[src/cau_pkg.sv]
// Package for the complex arithmetic unit: port payload types, operation and
// status codes, and the queue item passed from the front end to the back end.
// No dependencies.
package cau_pkg;

	localparam int DW     = 32;
	localparam int QDEPTH = 4;
	localparam int QPW    = $clog2(QDEPTH);

	typedef enum logic [2:0] {
		OP_ADD, OP_SUB, OP_MUL, OP_CDIV, OP_RDIV, OP_NEG, OP_CONJ, OP_MAG
	} op_t;

	typedef enum logic [1:0] {
		ST_OK, ST_DIV0, ST_SAT
	} status_t;

	typedef enum logic [1:0] {
		CLS_LIN, CLS_MUL, CLS_DIV, CLS_SQRT
	} cls_t;

	typedef struct packed {
		logic [2:0]             operation;
		logic signed [DW-1:0]   a_re;
		logic signed [DW-1:0]   a_im;
		logic signed [DW-1:0]   b_re;
		logic signed [DW-1:0]   b_im;
		logic signed [DW-1:0]   divisor;
	} cau_in_t;

	typedef struct packed {
		logic signed [DW-1:0]   res_re;
		logic signed [DW-1:0]   res_im;
		logic [1:0]             status;
	} cau_out_t;

	typedef struct packed {
		op_t                    op;
		cls_t                   cls;
		logic signed [DW-1:0]   a_re;
		logic signed [DW-1:0]   a_im;
		logic signed [DW-1:0]   b_re;
		logic signed [DW-1:0]   b_im;
		logic signed [DW-1:0]   dv;
	} item_t;

endpackage

[src/cau_queue.sv]
// Short queue between front and back end.
// Depends on cau_pkg.
module cau_queue (
	input  logic           clk,
	input  logic           arst_n,
	input  logic           push,
	input  cau_pkg::item_t wdata,
	input  logic           pop,
	output cau_pkg::item_t rdata,
	output logic           full,
	output logic           empty
);
	import cau_pkg::*;

	item_t           ent_q [QDEPTH];
	logic [QPW-1:0]  wp_q, rp_q;
	logic [QPW:0]    cnt_q;

	assign full  = (cnt_q == (QPW+1)'(QDEPTH));
	assign empty = (cnt_q == '0);
	assign rdata = ent_q[rp_q];

	always_ff @(posedge clk) begin
		if (push) ent_q[wp_q] <= wdata;
	end

	always_ff @(posedge clk or negedge arst_n) begin
		if (!arst_n) begin
			wp_q  <= '0;
			rp_q  <= '0;
			cnt_q <= '0;
		end else begin
			if (push) wp_q <= wp_q + 1'b1;
			if (pop) rp_q <= rp_q + 1'b1;
			if (push && !pop) cnt_q <= cnt_q + 1'b1;
			else if (pop && !push) cnt_q <= cnt_q - 1'b1;
		end
	end

	a_no_overflow: assert property (@(posedge clk) disable iff (!arst_n)
		push |-> !full) else $error("push into full queue");
	a_no_underflow: assert property (@(posedge clk) disable iff (!arst_n)
		pop |-> !empty) else $error("pop from empty queue");
	a_cnt_hold: assert property (@(posedge clk) disable iff (!arst_n)
		(!push && !pop) |=> $stable(cnt_q)) else $error("queue count drifted");

endmodule

[config.mk]
export PLATFORM = sky130hd
export DESIGN_NAME = cau_queue
export DESIGN_NICKNAME = d
export VERILOG_FILES = /design/src/cau_pkg.sv /design/src/cau_queue.sv
export SDC_FILE = /design/constraint.sdc
export NUM_CORES = 1
export LEC_CHECK = 0
export BUFFER_PORTS_ARGS = -buffer_cell sky130_fd_sc_hd__buf_2
export CAP_MARGIN = 25
export CORE_ASPECT_RATIO = 1.4
export CORE_MARGIN = 2
export CORE_UTILIZATION = 51
export CTS_CLUSTER_SIZE = 40
export DETAILED_ROUTE_END_ITERATION = 10
export GPL_ROUTABILITY_DRIVEN = 0
export GPL_TIMING_DRIVEN = 0
export PLACE_DENSITY = 0.72
export SLEW_MARGIN = 15
export SYNTH_ARGS = -nofsm -noshare
export SYNTH_HDL_FRONTEND = slang
export SYNTH_SLANG_ARGS = --single-unit
[constraint.sdc]
create_clock -name clk -period 4.7 [get_ports clk]
set_input_delay 0.47 -clock clk [delete_from_list [all_inputs] [get_ports clk]]
set_output_delay 0.47 -clock clk [all_outputs]
set_load 0.05 [all_outputs]
# --- After elaboration in Yosys (flattened, before gate mapping) ---
# Memory sizes are Yosys's and may differ from the RTL's.
# Index checks and enable logic that the tools add are counted.
op_classes:
  eq_ne: 1
  addsub: 4
  reduce_logical: 6
  mux: 4
ops:
  columns: ["operator", "n"]
  rows:
  - ["$mux W3", 2]
  - ["$add A2 B1 Y2 const B", 2]
  - ["$add A3 B1 Y3 const B", 1]
  - ["$eq A3 B3 Y1 const B", 1]
  - ["$logic_not A3 Y1", 1]
  - ["$sub A3 B1 Y3 const B", 1]
  - ["$logic_and A1 B1 Y1", 2]
  - ["$logic_not A1 Y1", 2]
  - ["$mux W1", 2]
  - ["$reduce_bool A2 Y1", 1]
totals:
  elab_cells: 19
  memories: 1
  ram_bits: 660
  output_inout_bits: 167
  reg_bits: 7
memory_table:
  columns: ["memory", "words", "width", "read_ports", "rd_ports_with_merged_regs", "wr", "line_no", "rtl"]
  rows:
  - ["ent_q", 4, 165, 1, 0, 1, "cau_queue.sv:15", "item_t ent_q [QDEPTH];"]

# --- Longest topological paths before layout ---
# Gate-level depths: netlist of run 1.
logic_depth:
  ltp_word: 4
  depth_mapped: 7
  ltp_nobuf: 7

# --- Least setup slack after synthesis of run 1 ---
# Ideal clock, no wire load.
synth_path:
  path_kind: "register to register"
  from: "reg wp_q[0]"
  to: "mem ent_q[2][0] (netlist bit) (enable)"
  arrival_time_ns: 4.381
  period_less_slack_ns: 4.926
  setup_time_ns: 0.545
  path_stages_with_launch: 4
  path_slack_ns: -0.226
  path_cell_list: "dfrtp_1 -> inv_1 -> ha_1 -> and2_1"
synth_lines:
  columns: ["element", "line_no", "rtl"]
  rows:
  - ["from (decl)", "cau_queue.sv:16", "logic [QPW-1:0] wp_q, rp_q;"]
  - ["from (signal assigned)", "cau_queue.sv:33", "if (push) wp_q <= wp_q + 1'b1;"]
  - ["to (decl)", "cau_queue.sv:15", null]
# No word-level cell before the write port.

==> results of run 1 <==
-- critical path: stages, from the launching register on --
cell	delay, ns
sky130_fd_sc_hd__dfrtp_1	0.40
sky130_fd_sc_hd__clkbuf_1	0.69
sky130_fd_sc_hd__buf_2	0.44
sky130_fd_sc_hd__mux4_2	0.37
sky130_fd_sc_hd__buf_2	0.23
-- power by group through the flow --
| stage | clock network, mW | logic, mW | registers [mW] |
|---|---|---|---|
| after floorplan | 0 | 6.40 | 8.12 |
| after global placement | 0 | 8.31 | 8.24 |
| after detailed placement | 0 | 8.54 | 8.13 |
| after CTS | 4.91 | 8.57 | 8.01 |
| after global routing | 5.11 | 8.80 | 8.08 |
| final | 4.80 | 8.39 | 7.99 |
-- area by class of cell --
cell class	count	area, µm²	share of cell area (%)
Timing Repair Buffer	350	2034	7.016
Inverter	4	15.01	0.05178
Buffer	37	287.8	0.9924
Clock buffer	69	1514	5.221
Sequential cell	667	19990	68.95
Tap cell	624	780.7	2.692
Antenna cell	11	27.53	0.09492
Multi-Input combinational cell	188	3926	13.54
Clock inverter	39	419.2	1.445
-- stage by stage --
| step | worst slack [ns] | std cells |
|---|---|---|
| 3_3_place_gp | -0.08968 | 1855 |
| 2_1_floorplan | 1.615 | 896 |
| 5_1_grt | 1.360 | 1986 |
| 6_report | 1.491 | 1989 |
| 4_1_cts | 1.385 | 1978 |
| 3_5_place_dp | 2.060 | 1869 |
-- cell usage after synthesis --
master,number,area (µm²)
sky130_fd_sc_hd__edfxtp_1,660,19820
sky130_fd_sc_hd__mux4_2,165,3716
sky130_fd_sc_hd__buf_2,17,85.08
sky130_fd_sc_hd__buf_6,15,168.9
sky130_fd_sc_hd__dfrtp_1,7,175.2
sky130_fd_sc_hd__ha_1,5,62.56
sky130_fd_sc_hd__and2_1,4,25.02
sky130_fd_sc_hd__inv_1,4,15.01
sky130_fd_sc_hd__xor2_1,4,35.03
sky130_fd_sc_hd__clkbuf_1,2,7.510
sky130_fd_sc_hd__nand2_1,2,7.510
sky130_fd_sc_hd__xnor2_1,2,17.52
sky130_fd_sc_hd__buf_1,1,3.750
sky130_fd_sc_hd__buf_4,1,7.510
sky130_fd_sc_hd__buf_8,1,15.01
sky130_fd_sc_hd__fa_1,1,20.02
sky130_fd_sc_hd__mux2_2,1,11.26
sky130_fd_sc_hd__nor2_1,1,3.750
sky130_fd_sc_hd__nor3_1,1,5.000
sky130_fd_sc_hd__nor3b_1,1,7.510
sky130_fd_sc_hd__o21ai_0,1,5.000
-- final timing paths --
path | startpoint | to | slack, ns
setup / recovery | rp_q[1]$_DFFE_PN0P_ | rdata[47] | 1.49
hold / removal | wdata[155] | ent_q[1][155]$_DFFE_PP_ | 0.07
setup reg to reg | wp_q[0]$_DFFE_PN0P_ | ent_q[2][85]$_DFFE_PP_ | 2.40
hold reg to reg | cnt_q[2]$_DFFE_PN0P_ | cnt_q[2]$_DFFE_PN0P_ | 0.51
max in group asynchronous | arst_n | wp_q[1]$_DFFE_PN0P_ | 4.31
min in group asynchronous | arst_n | rp_q[0]$_DFFE_PN0P_ | 0.23
-- per-layer routing --
metal / track usage (%) / vias up / wire length [µm]
met2: 33.85 / 310 / 25310
met5: 0 / - / 65
met4: 8.508 / 12 / 1940
li1: - / 4738 / -
met1: 22.56 / 5721 / 17220
met3: 4.928 / 107 / 2949
-- state kept, by name (all words and copies together), names as in the netlist --
signal and count:
cnt_q 3, rp_q 2, wp_q 2, ent_q 660
-- repair_timing --
action,4_1_cts,5_1_grt
hold buffers,1,0
resized for setup,0,0
endpoints found under the hold margin,7,0
-- kinds of logic (layout without fill, tap and decap cells) --
| logic type | Yosys count | in the layout | share of synthesized area (%) |
|---|---|---|---|
| xor gates and xnor gates | 6 | 6 | 0.2170 |
| and+or+nand+nor | 9 | 9 | 0.2015 |
| muxes | 166 | 166 | 15.39 |
| adders and majority gates | 6 | 6 | 0.3411 |
| buffers and inverters | 41 | 499 | 1.250 |
| AOI/OAI and AO/OA | 1 | 1 | 0.02065 |
| other | 0 | 11 | 0 |
| DFF | 667 | 667 | 82.58 |
==> flow_summary.rst, run 1 <==
.. list-table::
   :header-rows: 1

   * - Metric
     - Value
   * - Pwr dens
     - 730.7 nW/µm²
   * - Number of nets in the final layout
     - 1481
   * - Vias per cell
     - around 5.5
   * - Final hold vios
     - 0
   * - Net count of the mapped netlist
     - 1071
   * - Maximum resistive drop on vdd
     - 0.5238 mV
   * - Pin count of the biggest net entering global routing
     - 50
   * - Tightest hold margin
     - just over 0.07 ns
   * - Status
     - finished clean
   * - Estimated wirelength of the detail-placed design
     - 30660 µm
   * - Die W
     - around 190 µm
   * - Minimum period implied by the final worst setup slack
     - 3.209 ns
   * - Chip height
     - 261.8 µm
   * - DRT antenna net count
     - 0
   * - Cts bufs inserted
     - 58
   * - Area Overhead vs Synth
     - 19.77%
   * - Setup clock skew after layout
     - 0.009765 ns
   * - Row count
     - 94
   * - Data arrival time of the critical path
     - 2.74 ns
   * - Layout cell share with drive strength beyond 1
     - 46.97%
   * - Drt initial violations
     - 595
   * - Number of antenna violations at the first check in global routing
     - 15
   * - Number of DRC violations after detailed routing
     - 0
   * - Vias in the first global route
     - 11840
   * - Effective utilization at floorplan
     - roughly half
   * - Worst Setup End Kind
     - output port
   * - Power share of the sequential group
     - 37.7%
   * - Number of different library cells in the post-synthesis netlist
     - 21
   * - Die Footprint
     - 49260 µm²
   * - TritonCTS clock tree
     - yes
   * - Internal power
     - 13.07 mW
   * - Logic pwr share
     - 39.6%
   * - Clock buffer depth
     - 3
   * - Filler cell count
     - 3198
   * - Syn Std Cell Area
     - 24210 µm²
   * - Fin. max-slew vios
     - 0
   * - Total design power
     - 21.19 mW
   * - Count of input and output buffers
     - 335
   * - Total of flip-flops plus latches after synthesis
     - 667
   * - Peak Freq
     - 0.3116 GHz
   * - Placed cell areas
     - ~27000 µm²
   * - First-pass iteration count of the detailed router
     - 4
   * - Post-route clock period utilization
     - 68.28%
   * - Fraction of power consumed by the clock network
     - between 20 and 25%
   * - Clock Latency Late Sink
     - 0.60 ns
   * - Switching share of total power
     - about two fifths
   * - Core region area
     - about 47000 µm²
   * - Count of buffers added by post-CTS timing repair for setup
     - 0
   * - Wire length of the first global-routing pass
     - 70320 µm
   * - Number of maximum-capacitance violations
     - 0
   * - Routed length per instance
     - 23.87 µm
   * - Total negative slack for setup checks
     - 0 ns
   * - Final setup fails
     - 0
   * - Global router's overall resource usage
     - 19.26%
   * - Total number of yosys warnings
     - 0
   * - Startpoint Class
     - flip-flop
   * - Type of the worst setup path
     - flip-flop to output port
   * - Clock Root Buffer
     - sky130_fd_sc_hd__clkbuf_16
   * - R2R cell count
     - 5
   * - Number of cells produced by synthesis
     - roughly 900
   * - Net switching power
     - about 8.1 mW
   * - Hold path depth
     - 1
   * - Final design utilization
     - 61.80%
   * - Most frequent standard cell in the layout excluding fill and tap cells
     - sky130_fd_sc_hd__edfxtp_1
   * - Worst-margin pin slew
     - between 0.8 and 0.9 ns
   * - Via count
     - 10890
   * - Summed area of non-filler cells in the final layout
     - 29000 µm²
   * - Mapped Avg Cell Area
     - 27.02 µm²
   * - Setup repair after global routing missed its margin
     - no
   * - Leading cell types in the layout, fill and taps excluded
     - 660 x sky130_fd_sc_hd__edfxtp_1, 352 x sky130_fd_sc_hd__buf_2, 165 x sky130_fd_sc_hd__mux4_2
   * - Overflow left after global routing
     - 0
   * - Rel. slew slack
     - just over 40%
   * - Leakage Power
     - 9.903 nW
   * - Critical-path maximum fanout
     - 10
   * - HP Class
     - primary input to flip-flop
   * - I/O pin count
     - 336
   * - Endpoint required time on the critical path
     - 4.23 ns
   * - Portion of the post-synthesis area used by sequential elements
     - 82.58%
   * - Final routed wirelength across all metal layers
     - ~47000 µm
   * - H-tree depth
     - 2
   * - Clock slew seen by the registers of the worst setup and hold paths
     - 0.06 ns
   * - Clk sink count
     - 667
(Power assumes the default switching activity.)
==> run 2: changes to the inputs <==
==> constraint.sdc (replaced) <==
create_clock -name clk -period 2.8 [get_ports clk]
set_input_delay 0.28 -clock clk [delete_from_list [all_inputs] [get_ports clk]]
set_output_delay 0.28 -clock clk [all_outputs]
set_load 0.05 [all_outputs]
==> flow_summary.rst, run 2 (synthesis gave the netlist of run 1 again) <==
.. list-table::
   :header-rows: 1

   * - Metric
     - Value
   * - Status
     - finished clean
   * - Wire length of the first global-routing pass
     - 73790 µm (+4.9%)
   * - Vias in the first global route
     - 12470 (+5.3%)
   * - Layout cell share with drive strength beyond 1
     - 42.51% (-4.5 points)
   * - Number of nets in the final layout
     - 1650 (+11%)
   * - Critical path's largest stage delay
     - 0.43 ns (-0.26 ns)
   * - Clock Latency Late Sink
     - 0.59 ns (about the same)
   * - Routing usage on met1
     - 24.03% (+1.5 points)
   * - Count of buffers added by post-CTS timing repair for setup
     - 0 (unchanged)
   * - Global router's overall resource usage
     - 19.94% (+0.68 points)
   * - Filler cell count
     - 3024 (-5.4%)
   * - Die Footprint
     - 49260 µm² (unchanged)
   * - Effective utilization at floorplan
     - 51.60% (unchanged)
   * - HP Class
     - primary input to asynchronous set/reset pin
   * - Setup repair after global routing missed its margin
     - no
   * - List of cells traversed by the critical path
     - clkbuf_2 > buf_2 > mux4_2 > buf_2
   * - Met3 Usage GRT
     - 4.100% (-0.83 points)
   * - Estimated wirelength of the detail-placed design
     - 30070 µm (-1.9%)
   * - Worst Setup End Kind
     - output port
   * - Overflow left after global routing
     - 0 (unchanged)
   * - Cell with the largest stage delay on the worst path
     - sky130_fd_sc_hd__dfrtp_1
   * - Startpoint Class
     - flip-flop
   * - Most frequent standard cell in the layout excluding fill and tap cells
     - sky130_fd_sc_hd__edfxtp_1
   * - Fin. max-slew vios
     - 0 (unchanged)
   * - Minimum period implied by the final worst setup slack
     - 2.651 ns
   * - Global routing usage on met2
     - 36.06% (+2.2 points)
   * - Drt initial violations
     - 679 (+14%)
   * - Final hold vios
     - 0 (unchanged)
   * - Area Overhead vs Synth
     - 27.01%
   * - Fraction of power consumed by the clock network
     - 22.9% (+0.2 points)
   * - First-pass iteration count of the detailed router
     - 4 (unchanged)
   * - Final routed wirelength across all metal layers
     - 49120 µm (+3.4%)
   * - CP most frequent cell
     - sky130_fd_sc_hd__buf_2
   * - Clock slew seen by the registers of the worst setup and hold paths
     - 0.06 ns (about the same)
   * - Setup clock skew after layout
     - 0.01289 ns (+0.003127 ns)
   * - Maximum resistive drop on vdd
     - 0.8581 mV (+64%)
   * - Count of input and output buffers
     - 335 (unchanged)
   * - Critical-path maximum fanout
     - 10 (unchanged)
   * - Leakage Power
     - 10.65 nW (+7.5%)
   * - Pin count of the biggest net entering global routing
     - 48 (-4.0%)
   * - Peak Freq
     - 0.3772 GHz
   * - DRT antenna net count
     - 0 (unchanged)
   * - Largest register by flop count
     - ent_q
   * - Chip height
     - 261.8 µm (unchanged)
   * - Number of maximum-capacitance violations
     - 0 (unchanged)
   * - Flip-flop count of the largest register, all copies and words added
     - 660 (unchanged)
   * - Net switching power
     - 13.76 mW (+70%)
   * - Count of cell instances traversed by the critical path
     - 4 (unchanged)
   * - TritonCTS clock tree
     - yes
   * - Clock Root Buffer
     - sky130_fd_sc_hd__clkbuf_16
   * - Pwr dens
     - 1173 nW/µm² (+60%)
   * - Type of the worst setup path
     - flip-flop to output port
   * - H-tree depth
     - 2 (unchanged)
   * - Vias per cell
     - 5.330 (-2.6%)
   * - Worst-margin pin slew
     - 0.6286 ns (-0.2624 ns)
   * - Rel. slew slack
     - 58.09% (+17 points)
   * - Highest-utilization routing layer at the global route stage
     - met2
   * - Cell type group with the largest total delay on the critical path
     - buffers and inverters
   * - I/O pin count
     - 336 (unchanged)
   * - Logic pwr share
     - 39.8% (+0.2 points)
   * - Endpoint required time on the critical path
     - 2.52 ns (-1.71 ns)
   * - Data arrival time of the critical path
     - 2.37 ns (-0.37 ns)
   * - CP Buf/Inv Count
     - 3 (unchanged)
   * - Total negative slack for setup checks
     - 0 ns (unchanged)
   * - Final Non-Filler Cells
     - 2148 (+8.0%)
   * - Power share of the sequential group
     - 37.2% (-0.5 points)
   * - Cts bufs inserted
     - 58 (unchanged)
   * - R2R cell count
     - 5 (unchanged)
   * - Clk sink count
     - 667 (unchanged)
   * - Switching share of total power
     - 38.16% (-0.16 points)
   * - Final setup fails
     - 0 (unchanged)
   * - Largest registers
     - ent_q x660, cnt_q x3
   * - Core region area
     - 46930 µm² (unchanged)
   * - Inst Count DP
     - 1871 (+0.11%)
   * - Row count
     - 94 (unchanged)
   * - Number of antenna violations at the first check in global routing
     - 2 (-13)
   * - Post-route clock period utilization
     - 94.68%
   * - Leading cell types in the layout, fill and taps excluded
     - 660 x sky130_fd_sc_hd__edfxtp_1, 352 x sky130_fd_sc_hd__buf_2, 168 x sky130_fd_sc_hd__dlygate4sd3_1
   * - Via count
     - 11450 (+5.2%)
   * - Routed length per instance
     - 22.87 µm (-4.2%)
   * - Number of DRC violations after detailed routing
     - 0 (unchanged)
   * - Clock buffer depth
     - 3 (unchanged)
   * - Die W
     - 188.2 µm (unchanged)
   * - Internal power
     - 22.31 mW (+71%)
   * - Total design power
     - 36.07 mW (+70%)
## run 2: power groups by stage
stage,Combinational (mW),Sequential (mW),Clock (mW)
after CTS,14.6,13.4,8.44
after global placement,14.0,13.7,0
after detailed placement,14.3,13.6,0
final,14.4,13.4,8.27
after floorplan,10.8,13.5,0
after global routing,15.0,13.6,8.77
## run 2: worst paths after layout
kind	startpoint	endpoint	slack [ns]
worst max-delay path	rp_q[1]$_DFFE_PN0P_	rdata[67]	0.15
worst min-delay path	arst_n	cnt_q[2]$_DFFE_PN0P_	0.07
worst max register to register	wp_q[0]$_DFFE_PN0P_	ent_q[2][12]$_DFFE_PP_	0.81
worst min register to register	cnt_q[2]$_DFFE_PN0P_	cnt_q[2]$_DFFE_PN0P_	0.54
max in group asynchronous	arst_n	rp_q[1]$_DFFE_PN0P_	2.57
min in group clk	wdata[159]	ent_q[3][159]$_DFFE_PP_	0.44
## run 2: worst reg2reg max path: cells and delay by family (launching register included)
family                     cells  cell delay [ns]
buffers and inverters          3             0.67
and+or+nand+nor                1             0.38
DFF                            1             0.43
adders and majority gates      1             0.15
## run 2: what timing repair did
item | in CTS | in global routing
setup endpoints to repair | 100 | 0
hold buffers | 168 | 0
resized for setup | 1 | 0
hold endpoints to repair | 671 | 0
## run 2: final cells by class
class	count	area, µm²	share of cell area, %
timing repair buffer	519	3739	12.16
sequential	667	19990	65.02
clock buffer	66	1545	5.025
buffer	37	289.0	0.9398
inverter	4	15.01	0.04882
antenna	2	5.005	0.01627
tap	624	780.7	2.539
multi-input combinational	188	3926	12.77
clock inverter	41	459.2	1.493
## run 2: per-stage QoR
stage                     util [%]  setup slack, ns  hold slack [ns]  area [µm²]
after floorplan                  -           0.5769         -0.01559       24220
after global placement       56.85          -0.3648           0.1199       26680
after detailed placement     57.67           0.3446           0.1202       27060
after CTS                    65.52          0.04160          0.02556       30750
after global routing         65.53         0.008833          0.06362       30750
final                        65.53           0.1490          0.06888       30750
## run 2: metal layers
layer  routed length [µm]  vias to the layer above
met4                 1502                        2
met3                 2858                       88
met2                26690                      335
met1                18050                     5965
met5                   13                        -
li1                     -                     5059
